--- src/rtl/u8d_pkg.sv ---
`timescale 1ns / 1ps
package u8d_pkg;

	// default length limit of one string in bytes
	localparam int unsigned MAX_STRING_BYTES_DEF = 4096;

	// register file
	localparam int unsigned ADDR_W       = 3;
	localparam logic        REG_IDX_MODE = 1'b0;

	// result kinds
	localparam logic [1:0] KIND_CHAR  = 2'd0;
	localparam logic [1:0] KIND_DONE  = 2'd1;
	localparam logic [1:0] KIND_ERROR = 2'd2;

	// error codes
	localparam logic [1:0] ERR_NONE = 2'd0;
	localparam logic [1:0] ERR_LEAD = 2'd1;
	localparam logic [1:0] ERR_CONT = 2'd2;
	localparam logic [1:0] ERR_LONG = 2'd3;

	// encoding modes
	localparam logic MODE_UTF8   = 1'b0;
	localparam logic MODE_SINGLE = 1'b1;

	// byte classes
	localparam logic [7:0] LEAD3_MASK  = 8'hF0;
	localparam logic [7:0] LEAD3_MATCH = 8'hE0;
	localparam logic [7:0] LEAD2_MASK  = 8'hE0;
	localparam logic [7:0] LEAD2_MATCH = 8'hC0;
	localparam logic [7:0] CONT_MASK   = 8'hC0;
	localparam logic [7:0] CONT_MATCH  = 8'h80;
	localparam logic [7:0] LEAD2_DATA  = 8'h1F;
	localparam logic [7:0] LEAD3_DATA  = 8'h0F;
	localparam logic [7:0] CONT_DATA   = 8'h3F;

	typedef struct packed {
		logic [1:0]  kind;
		logic [15:0] code_point;
		logic [11:0] start_position;
		logic [1:0]  byte_coverage;
		logic [12:0] parsed_bytes;
		logic [12:0] char_count;
		logic [1:0]  error_code;
	} result_t;

endpackage

--- src/rtl/utf8_byte_stream_decoder_core.sv ---
`timescale 1ns / 1ps
// channel   | handshake                  | payload
// ----------+----------------------------+--------------------------------------------
// bytes in  | byte_valid / byte_stall    | data_byte
// results   | result_valid / result_stall| kind, code_point, start_position,
//           |                            | byte_coverage, parsed_bytes, char_count,
//           |                            | error_code
// config    | apb psel/penable/pwrite    | paddr, pwdata, prdata, pready
//
// one byte per cycle sustained while result_stall is low; a taken byte passes the input
// register, then one level of decode logic into the result register
// reset clears the mode to utf-8, all string state and both valid flags
// result_stall holds the result register; the input stage keeps taking bytes
// while the result register is empty or being drained in the same cycle
module utf8_byte_stream_decoder_core #(
	parameter int unsigned MAX_STRING_BYTES = u8d_pkg::MAX_STRING_BYTES_DEF
) (
	input  logic                       clk,
	input  logic                       arst_n,
	// byte requests
	input  logic                       byte_valid,
	output logic                       byte_stall,
	input  logic [7:0]                 data_byte,
	// result requests
	output logic                       result_valid,
	input  logic                       result_stall,
	output logic [1:0]                 kind,
	output logic [15:0]                code_point,
	output logic [11:0]                start_position,
	output logic [1:0]                 byte_coverage,
	output logic [12:0]                parsed_bytes,
	output logic [12:0]                char_count,
	output logic [1:0]                 error_code,
	// register port
	input  logic                       psel,
	input  logic                       penable,
	input  logic                       pwrite,
	input  logic [u8d_pkg::ADDR_W-1:0] paddr,
	input  logic [31:0]                pwdata,
	output logic [31:0]                prdata,
	output logic                       pready
);

	logic             mode;
	logic             res_room;
	logic             res_load;
	u8d_pkg::result_t res;
	u8d_pkg::result_t res_out;

	// encoding mode register
	u8d_cfg u_cfg (
		.clk     (clk),
		.arst_n  (arst_n),
		.psel    (psel),
		.penable (penable),
		.pwrite  (pwrite),
		.paddr   (paddr),
		.pwdata  (pwdata),
		.prdata  (prdata),
		.pready  (pready),
		.mode    (mode)
	);

	// input register, string state and decode logic
	u8d_decode #(
		.MAX_STRING_BYTES (MAX_STRING_BYTES)
	) u_decode (
		.clk        (clk),
		.arst_n     (arst_n),
		.mode       (mode),
		.byte_valid (byte_valid),
		.byte_stall (byte_stall),
		.data_byte  (data_byte),
		.res_room   (res_room),
		.res_load   (res_load),
		.res        (res)
	);

	// result register toward the consumer
	u8d_out u_out (
		.clk          (clk),
		.arst_n       (arst_n),
		.res_load     (res_load),
		.res          (res),
		.res_room     (res_room),
		.result_valid (result_valid),
		.result_stall (result_stall),
		.res_out      (res_out)
	);

	// result fields onto their own ports
	assign kind           = res_out.kind;
	assign code_point     = res_out.code_point;
	assign start_position = res_out.start_position;
	assign byte_coverage  = res_out.byte_coverage;
	assign parsed_bytes   = res_out.parsed_bytes;
	assign char_count     = res_out.char_count;
	assign error_code     = res_out.error_code;

endmodule

--- src/rtl/u8d_cfg.sv ---
`timescale 1ns / 1ps
module u8d_cfg (
	input  logic                        clk,
	input  logic                        arst_n,
	input  logic                        psel,
	input  logic                        penable,
	input  logic                        pwrite,
	input  logic [u8d_pkg::ADDR_W-1:0]  paddr,
	input  logic [31:0]                 pwdata,
	output logic [31:0]                 prdata,
	output logic                        pready,
	output logic                        mode
);

	logic mode_q;
	logic hit_mode;

	assign hit_mode = (paddr[u8d_pkg::ADDR_W-1:2] == u8d_pkg::REG_IDX_MODE);
	assign pready   = 1'b1;
	assign mode     = mode_q;

	always_ff @(posedge clk or negedge arst_n) begin
		if (!arst_n) begin
			mode_q <= u8d_pkg::MODE_UTF8;
		end else if (psel && penable && pwrite && hit_mode) begin
			mode_q <= pwdata[0];
		end
	end

	// low address bits select bytes of the word and are ignored
	assign prdata = hit_mode ? {31'd0, mode_q} : 32'd0;

endmodule

--- src/rtl/u8d_decode.sv ---
`timescale 1ns / 1ps
module u8d_decode #(
	parameter int unsigned MAX_STRING_BYTES = u8d_pkg::MAX_STRING_BYTES_DEF
) (
	input  logic             clk,
	input  logic             arst_n,
	input  logic             mode,
	input  logic             byte_valid,
	output logic             byte_stall,
	input  logic [7:0]       data_byte,
	input  logic             res_room,
	output logic             res_load,
	output u8d_pkg::result_t res
);

	localparam int unsigned POS_W = $clog2(MAX_STRING_BYTES + 1);
	localparam logic [POS_W:0] LIMIT = (POS_W + 1)'(MAX_STRING_BYTES);

	// input stage
	logic       valid_s1;
	logic [7:0] byte_s1;

	// string state
	logic [1:0]       pend_q, pend_d;
	logic [1:0]       seq_q, seq_d;
	logic [15:0]      acc_q, acc_d;
	logic [POS_W-1:0] start_q, start_d;
	logic [POS_W-1:0] bpos_q, bpos_d;
	logic [POS_W-1:0] chars_q, chars_d;
	logic             skip_q, skip_d;

	logic             fire;
	logic             has_res;
	logic [POS_W:0]   pos_cont;
	logic [POS_W:0]   bpos_wide;
	logic [31:0]      bpos_ext;
	logic [31:0]      start_ext;
	logic [31:0]      chars_ext;
	logic [31:0]      chars_inc_ext;
	logic [15:0]      acc_shift;
	logic             is_cont;

	assign byte_stall = valid_s1 & ~res_room;
	assign fire       = valid_s1 & res_room;
	assign res_load   = fire & has_res;

	always_ff @(posedge clk or negedge arst_n) begin
		if (!arst_n) begin
			valid_s1 <= 1'b0;
		end else if (!byte_stall) begin
			valid_s1 <= byte_valid;
		end
	end

	always_ff @(posedge clk) begin
		if (!byte_stall && byte_valid) begin
			byte_s1 <= data_byte;
		end
	end

	assign bpos_wide     = {1'b0, bpos_q};
	assign pos_cont      = bpos_wide + (POS_W + 1)'(seq_q - pend_q);
	assign bpos_ext      = 32'(bpos_q);
	assign start_ext     = 32'(start_q);
	assign chars_ext     = 32'(chars_q);
	assign chars_inc_ext = chars_ext + 32'd1;
	assign acc_shift     = {acc_q[9:0], byte_s1[5:0] & u8d_pkg::CONT_DATA[5:0]};
	assign is_cont       = ((byte_s1 & u8d_pkg::CONT_MASK) == u8d_pkg::CONT_MATCH);

	always_comb begin
		pend_d  = pend_q;
		seq_d   = seq_q;
		acc_d   = acc_q;
		start_d = start_q;
		bpos_d  = bpos_q;
		chars_d = chars_q;
		skip_d  = skip_q;
		has_res = 1'b0;
		res     = '0;
		res.char_count = chars_ext[12:0];

		if (skip_q) begin
			// drop bytes up to the terminator
			if (byte_s1 == 8'd0) begin
				pend_d  = '0;
				seq_d   = '0;
				acc_d   = '0;
				start_d = '0;
				bpos_d  = '0;
				chars_d = '0;
				skip_d  = 1'b0;
			end
		end else if (byte_s1 == 8'd0) begin
			has_res          = 1'b1;
			res.parsed_bytes = bpos_ext[12:0];
			if (mode == u8d_pkg::MODE_UTF8 && pend_q != 2'd0) begin
				// terminator inside a sequence
				res.kind           = u8d_pkg::KIND_ERROR;
				res.start_position = start_ext[11:0];
				res.error_code     = u8d_pkg::ERR_CONT;
			end else begin
				res.kind = u8d_pkg::KIND_DONE;
			end
			pend_d  = '0;
			seq_d   = '0;
			acc_d   = '0;
			start_d = '0;
			bpos_d  = '0;
			chars_d = '0;
		end else if (mode == u8d_pkg::MODE_SINGLE || pend_q == 2'd0) begin
			// first byte of a character
			has_res = 1'b1;
			pend_d  = '0;
			seq_d   = '0;
			acc_d   = '0;
			if (bpos_wide >= LIMIT) begin
				res.kind           = u8d_pkg::KIND_ERROR;
				res.start_position = bpos_ext[11:0];
				res.parsed_bytes   = bpos_ext[12:0];
				res.error_code     = u8d_pkg::ERR_LONG;
				skip_d             = 1'b1;
			end else if (mode == u8d_pkg::MODE_SINGLE || !byte_s1[7]) begin
				res.kind           = u8d_pkg::KIND_CHAR;
				res.code_point     = {8'd0, byte_s1};
				res.start_position = bpos_ext[11:0];
				res.byte_coverage  = 2'd1;
				res.char_count     = chars_inc_ext[12:0];
				bpos_d             = bpos_q + POS_W'(1);
				chars_d            = chars_q + POS_W'(1);
			end else if ((byte_s1 & u8d_pkg::LEAD2_MASK) == u8d_pkg::LEAD2_MATCH) begin
				has_res = 1'b0;
				acc_d   = {8'd0, byte_s1 & u8d_pkg::LEAD2_DATA};
				pend_d  = 2'd1;
				seq_d   = 2'd2;
				start_d = bpos_q;
			end else if ((byte_s1 & u8d_pkg::LEAD3_MASK) == u8d_pkg::LEAD3_MATCH) begin
				has_res = 1'b0;
				acc_d   = {8'd0, byte_s1 & u8d_pkg::LEAD3_DATA};
				pend_d  = 2'd2;
				seq_d   = 2'd3;
				start_d = bpos_q;
			end else begin
				res.kind           = u8d_pkg::KIND_ERROR;
				res.start_position = bpos_ext[11:0];
				res.parsed_bytes   = bpos_ext[12:0];
				res.error_code     = u8d_pkg::ERR_LEAD;
				skip_d             = 1'b1;
			end
		end else begin
			// continuation byte
			if (pos_cont >= LIMIT || !is_cont) begin
				has_res            = 1'b1;
				res.kind           = u8d_pkg::KIND_ERROR;
				res.start_position = start_ext[11:0];
				res.parsed_bytes   = bpos_ext[12:0];
				res.error_code     = (pos_cont >= LIMIT) ? u8d_pkg::ERR_LONG
				                                         : u8d_pkg::ERR_CONT;
				pend_d             = '0;
				seq_d              = '0;
				acc_d              = '0;
				skip_d             = 1'b1;
			end else begin
				acc_d  = acc_shift;
				pend_d = pend_q - 2'd1;
				if (pend_q == 2'd1) begin
					has_res            = 1'b1;
					res.kind           = u8d_pkg::KIND_CHAR;
					res.code_point     = acc_shift;
					res.start_position = start_ext[11:0];
					res.byte_coverage  = seq_q;
					res.char_count     = chars_inc_ext[12:0];
					seq_d              = '0;
					bpos_d             = bpos_q + POS_W'(seq_q);
					chars_d            = chars_q + POS_W'(1);
				end
			end
		end
	end

	always_ff @(posedge clk or negedge arst_n) begin
		if (!arst_n) begin
			pend_q  <= '0;
			seq_q   <= '0;
			acc_q   <= '0;
			start_q <= '0;
			bpos_q  <= '0;
			chars_q <= '0;
			skip_q  <= 1'b0;
		end else if (fire) begin
			pend_q  <= pend_d;
			seq_q   <= seq_d;
			acc_q   <= acc_d;
			start_q <= start_d;
			bpos_q  <= bpos_d;
			chars_q <= chars_d;
			skip_q  <= skip_d;
		end
	end

	a_skip_no_pending: assert property (@(posedge clk) disable iff (!arst_n)
		skip_q |-> (pend_q == 2'd0))
		else $error("skip mode with a sequence still pending");

	a_seq_consistent: assert property (@(posedge clk) disable iff (!arst_n)
		(pend_q != 2'd0) |-> (seq_q > pend_q))
		else $error("pending count not below sequence length");

	a_pos_bounded: assert property (@(posedge clk) disable iff (!arst_n)
		bpos_wide <= LIMIT)
		else $error("byte position past the length limit");

	a_chars_le_bytes: assert property (@(posedge clk) disable iff (!arst_n)
		chars_q <= bpos_q)
		else $error("more characters than consumed bytes");

	a_error_skips: assert property (@(posedge clk) disable iff (!arst_n)
		(res_load && res.kind == u8d_pkg::KIND_ERROR && byte_s1 != 8'd0) |=> skip_q)
		else $error("error result did not start skipping");

endmodule

--- src/rtl/u8d_out.sv ---
`timescale 1ns / 1ps
module u8d_out (
	input  logic             clk,
	input  logic             arst_n,
	input  logic             res_load,
	input  u8d_pkg::result_t res,
	output logic             res_room,
	output logic             result_valid,
	input  logic             result_stall,
	output u8d_pkg::result_t res_out
);

	logic             valid_q;
	u8d_pkg::result_t res_q;

	assign res_room     = ~valid_q | ~result_stall;
	assign result_valid = valid_q;
	assign res_out      = res_q;

	always_ff @(posedge clk or negedge arst_n) begin
		if (!arst_n) begin
			valid_q <= 1'b0;
		end else if (res_load) begin
			valid_q <= 1'b1;
		end else if (!result_stall) begin
			valid_q <= 1'b0;
		end
	end

	always_ff @(posedge clk) begin
		if (res_load) begin
			res_q <= res;
		end
	end

endmodule
--- config.mk ---
export PLATFORM = sky130hd
export DESIGN_NAME = utf8_byte_stream_decoder_core
export DESIGN_NICKNAME = d
export VERILOG_FILES = /design/src/rtl/u8d_pkg.sv /design/src/rtl/utf8_byte_stream_decoder_core.sv /design/src/rtl/u8d_cfg.sv /design/src/rtl/u8d_decode.sv /design/src/rtl/u8d_out.sv
export SDC_FILE = /design/constraint.sdc
export NUM_CORES = 1
export LEC_CHECK = 0
export BUFFER_PORTS_ARGS = -buffer_cell sky130_fd_sc_hd__buf_4
export CORE_MARGIN = 10
export CORE_UTILIZATION = 49
export CTS_CLUSTER_DIAMETER = 40
export CTS_CLUSTER_SIZE = 25
export DETAILED_ROUTE_END_ITERATION = 16
export PLACE_DENSITY = 0.88
export SLEW_MARGIN = 40
export SYNTH_ARGS = -nofsm -noshare
export SYNTH_HDL_FRONTEND = slang
export SYNTH_SLANG_ARGS = --single-unit
--- constraint.sdc ---
create_clock -name clk -period 5.9 [get_ports clk]
set_input_delay 0 -clock clk [delete_from_list [all_inputs] [get_ports clk]]
set_output_delay 0 -clock clk [all_outputs]
set_load 0.02 [all_outputs]
Yosys cells after proc, flatten, opt, wreduce, memory -nomap -nowiden
Cells that the tools add are included.

Bitwise logic cells: 9. $add $sub $neg: 7. Mux-type cells: 110. Magnitude comparators: 2. Equal/unequal tests: 11. Reductions and logical operators: 23.

Operator list (number): 13-bit two-way mux (26); 12-bit two-way mux (14); 10-bit two-way mux (7); 2-bit two-way mux (32); 60-bit two-way mux (1); 13-bit by 1-bit adder with 13-bit output, second input constant (3); 16-bit two-way mux (2); 30-bit two-way mux (1); 1-bit two-way mux (23); 15-bit two-way mux (1); 13-bit by 14-bit adder with 14-bit output (1); 14-bit by 13-bit greater-or-equal comparator with 1-bit output, second input constant (1); 13-bit by 2-bit adder with 13-bit output (1); 13-bit greater-or-equal comparator, second input constant (1); 6-bit AND reduction (2); 8-bit logical NOT (1); 8-bit two-way mux (1); 2-bit by 1-bit inequality test with 1-bit output, second input constant (3); 3-bit by 2-bit inequality test with 1-bit output, second input constant (2); 3-bit nonzero test (2); 1-bit logical AND (5); 5-bit two-way mux (1); 1-bit NOT (5); 4-bit equality test, second input constant (1); 18 further kinds (25).

Bits in registers: 124. Word-level logic and storage cells: 180. Bits of input ports: 50. Output and inout bits: 95.

Depth between registers and ports, before layout
Depth in word-level cells: 10. Depth in mapped cells: 16. Mapped depth without buffers: 13.

Cells and area by module
A second synthesis with hierarchy kept.

Cell total of the unflattened synthesis: 589. Area, all modules: 6217.2 um^2.

Modules (own cells, without submodules): u8d_decode (seq. area each 1591.5 um^2, instances 1, cells each 488, area an instance 4077.7 um^2); u8d_out (seq. area each 1826.8 um^2, instances 1, cells each 63, area an instance 1838.0 um^2); u8d_cfg (seq. area each 25.0 um^2, instances 1, cells each 38, area an instance 301.5 um^2).

Worst setup path before layout
OpenSTA, ideal clock, no wires.

Path kind: register to register. From: register u_decode.pend_q[0]. To: register u_out.res_q (netlist bit u_out.res_out[0]), enable pin. Cell stages (with the launch flop): 11. Buffers on the path: 1. Slack: -0.561 ns. Setup time: 0.516 ns. Clock period less this slack: 6.461 ns. Data arrival time: 5.945 ns. Data required time: 5.384 ns. Path through: dfrtp_1 ha_1 fa_1 fa_1 nand2b_1 o32a_1 nor4_1 a211o_1 buf_6 nor2_1 a31oi_1.

Cells in the longest elaborated chain, start to end: 9. Elaborated cells on any way between the ends: 13. Classes of those cells: 2 x add/sub; 1 x order compare; 1 x eq/ne; 5 x mux; 1 x bitwise; 3 x reduce/logical.

Ends and longest elaborated chain: from (decl) (RTL line u8d_decode.sv:24) `logic [1:0] pend_q, pend_d;`; from (signal assigned) (RTL line u8d_decode.sv:190) `pend_q <= pend_d;`; 2-bit by 2-bit subtractor with 3-bit output (RTL line u8d_decode.sv:62) `assign pos_cont = bpos_wide + (POS_W + 1)'(seq_q - pend_q);`; 13-bit by 14-bit adder with 14-bit output (RTL line u8d_decode.sv:62); 14-bit by 13-bit greater-or-equal comparator with 1-bit output (RTL line u8d_decode.sv:151) `if (pos_cont >= LIMIT || !is_cont) begin`; 1-bit logical OR (RTL line u8d_decode.sv:151); 1-bit two-way mux (RTL line u8d_decode.sv:151); 1-bit two-way mux * (RTL line u8d_decode.sv:110) `end else if (mode == u8d_pkg::MODE_SINGLE || pend_q == 2'd0) begin`; 1-bit two-way mux * (RTL line u8d_decode.sv:93) `end else if (byte_s1 == 8'd0) begin`; 1-bit two-way mux * (RTL line u8d_decode.sv:82) `if (skip_q) begin`; 1-bit AND * (RTL line u8d_decode.sv:45) `assign res_load = fire & has_res;`; net res_load (RTL line utf8_byte_stream_decoder_core.sv:46) `logic res_load;`; to (signal assigned) (RTL line u8d_out.sv:32) `res_q <= res;`; to (decl) (RTL line u8d_out.sv:14) `u8d_pkg::result_t res_q;`.

Mark *: on every way through the listed nets, which the timed path passes. The rest lies on a longest branch. A chain may end at the register's enable or synchronous reset.

Final worst setup path
From: register u_decode.pend_q[0]. To: register u_decode.chars_q[4].

Cells in the longest elaborated chain, start to end: 6. Elaborated cells on any way between the ends: 15. Classes of those cells: 2 x add/sub; 1 x order compare; 4 x eq/ne; 3 x mux; 5 x reduce/logical.

Ends and longest elaborated chain: 2-bit by 2-bit subtractor with 3-bit output (RTL line u8d_decode.sv:62); 13-bit by 14-bit adder with 14-bit output (RTL line u8d_decode.sv:62); 14-bit by 13-bit greater-or-equal comparator with 1-bit output (RTL line u8d_decode.sv:151); 1-bit logical OR (RTL line u8d_decode.sv:151); 3-bit by 1-bit inequality test with 1-bit output (no source line); 6-bit AND reduction (no source line); to (signal assigned) (RTL line u8d_decode.sv:195) `chars_q <= chars_d;`; to (decl) (RTL line u8d_decode.sv:29) `logic [POS_W-1:0] chars_q, chars_d;`.

Several ways; a longest one is shown, not always the timed one.

==> run metrics <==
status=finished clean; Seq cells post-synth=124; I/O pin cnt=145; grt ovf=0; top-count cell post-synth=edfxtp_1; fraction of layout cells with a size suffix above 1=21.31%; area grow syn2layout=22.48%; cts-stage hold buffer count=14; Core Area=11960 um^2; Total GRT Usage=17.31%; setup tns final=0 ps; die area=17030 um^2; DRT antenna net count=0; CTS root buffer=clkbuf_16; CP Capture Point=u_decode.chars_q[4]; DIE WIDTH=130.5 um; row count=40; final WL=14460 um; antenna cell count=0; Crit Path Class=reg -> reg; largest net degree at the start of global routing=57; post-cts resize count=0; drt initial violations=447; power per cell area=469.8 nW/um^2; htree depth=4; postcts setup bufs=0; Setup WS post-layout=1418 ps; area share of the largest cell type after synthesis=34.13%; Critical Path Source Type=flip-flop; biggest area consumer among synthesized cells=edfxtp_1; vias in the first global route=4622; worst-margin pin slew=845.6 ps; most frequent cells after synthesis=edfxtp_1, dfrtp_1, a21oi_1; final hold violation count=0; sequential area share after synthesis=57.55%; clock buffer depth=2; Post-Syn Instances=523; drt drc=0; syn avg cell area=11.44 um^2; Worst Setup End Kind=flip-flop; DR WL/cell=18.76 um; Worst EP required=6160 ps; Skew-Pair Late Insertion Delay=420 ps; Final Critical Period=4482 ps; synth top area cells=edfxtp_1, dfrtp_1, a22o_1, buf_4, a21oi_1; Power Total=0.003443 W; HPWL after DPL=9854 um; RSZ-0062 raised after global routing=no; commonest register cell after synthesis=edfxtp_1; Placer Congestion=0.8635; worst slack, placed=1505 ps; Yosys warnings=0; drt pass-1 iters=7; clock buffer count from CTS=17; total number of vias=4467; clk slew on worst S/H paths=60 ps; Cell variety after synth=53; number of nets in the layout=672; Static Leak=3.196 nW; asr flop ratio synth=45.16%; worst hold path type=in -> async; CP Launch Point=u_decode.pend_q[0]; # port buffers=79; Slew Limit Fails=0; initial antenna violation count=0; number of synthesized flops with an enable pin=68; Final setup viols=0; crit path max fanout=19; Clock Skews=4.759 ps; CTS tree=yes; mapped cell area=5983 um^2; Die Ht=130.5 um; R2R Setup Slk=1420 ps; Max Cap Viol=0; FMAX=223.1 MHz; worst r2r path cells=10; clock sinks=124; Finished Core Util=61.27%; DR vias/cell=5.794; FF-to-FF Start=u_decode.pend_q[0]; Rel. slew slack=43.19%; Max VDD drop=0.2966 mV; first-pass GRT wire length=23180 um; Initial Util=50.02%; period utilization=75.96%; worst path arrival time=4740 ps; r2r endpoint=u_decode.chars_q[4]
==> per-layer routing <==
layer	share of wire, %	GRT usage [%]
met2	50	29.68
met1	41	20.57
met5	0	0
met3	6.8	4.311
met4	1.9	6.475
==> logic make-up (layout without fill, tap and decap cells) <==
group           after synthesis  after routing  synth area share [%]
xor+xnor                     12             12                 1.757
compound gates              134            134                 15.31
simple gates                158            158                 14.55
other cells                   2             32                0.1255
mux                           4              4                0.7110
buf+inv                      78            149                 7.319
fa+ha+maj                    11             11                 2.677
flops                       124            124                 57.55
==> critical path: stages, from the launching register on <==
cell and delay, ps:
dfrtp_1 440, ha_1 230, fa_1 540, fa_1 420
nand2b_1 160, o32a_1 320, a2bb2oi_1 160, a211o_1 390
o41a_1 740, nor2_2 710, a31oi_1 190
==> stage by stage <==
stage                     area (um^2)  instances  hold slack [ps]
after floorplan                  6102        553           -295.6
after global placement           6569        725            95.19
after detailed placement         6586        725            107.3
after CTS                        7315        771            203.9
after global routing             7328        771            251.3
final                            7328        771            191.4
==> cell type report <==
| type | count | area, um^2 |
|---|---|---|
| sequential | 124 | 3443 |
| multi-input combinational | 351 | 2263 |
| clock buffer | 17 | 425.4 |
| timing repair buffer | 100 | 785.8 |
| clock inverter | 15 | 162.7 |
| tap | 147 | 183.9 |
| inverter | 17 | 63.81 |
| fill | 909 | 4633 |
==> registers in the layout, indices dropped and copies added (netlist names) <==
register            flops
u_out.res_out          60
u_decode.bpos_q        13
u_decode.chars_q       13
u_decode.start_q       12
u_decode.acc_q         10
u_decode.byte_s1        8
u_decode.pend_q         2
u_decode.seq_q          2
u_cfg.mode              1
u_decode.skip_q         1
u_decode.valid_s1       1
u_out.result_valid      1
==> report_power, final <==
group	switching, W	leakage, nW	total [W]	internal (W)
Combinational	0.000704	1.50	0.00110	0.000397
Clock	0.000398	0.281	0.00103	0.000628
Sequential	0.000146	1.42	0.00132	0.00117
Total	0.00125	3.20	0.00344	0.00219
==> worst min-delay path by stage <==
stage | to | slack, ps | cells after the start
after detailed placement | u_decode.valid_s1 | 110 | 1
after global placement | u_decode.valid_s1 | 100 | 1
after CTS | u_decode.valid_s1 | 200 | 2
final | u_decode.valid_s1 | 190 | 2
after floorplan | u_cfg.mode | -300 | 0
after global routing | u_decode.valid_s1 | 250 | 2
==> placed cells by master, fill, tap and decap left out, types with 3 or more instances in the layout <==
master / synthesis / layout
or4_1: 8 / 8
and2_1: 26 / 26
nand4_1: 4 / 4
conb_1: 2 / 32
a21oi_1: 38 / 38
dfrtp_1: 56 / 56
fa_1: 3 / 3
edfxtp_1: 68 / 68
a21o_1: 3 / 3
or2_2: 3 / 3
a22o_1: 34 / 34
nor3_1: 6 / 6
nand3_1: 18 / 18
o21a_1: 12 / 12
a31oi_1: 9 / 7
ha_1: 8 / 8
or3_1: 8 / 8
nand2b_1: 3 / 3
dlygate4sd3_1: 0 / 14
nor2_2: 1 / 4
xnor2_1: 8 / 8
inv_1: 17 / 17
inv_6: 0 / 6
clkbuf_16: 0 / 17
nor2_1: 17 / 13
and3_1: 23 / 23
o21ai_0: 17 / 17
xor2_1: 4 / 4
clkinvlp_4: 0 / 3
buf_4: 32 / 86
nand2_1: 29 / 29
o31ai_1: 7 / 7
Power figures use the tool's default switching activity.
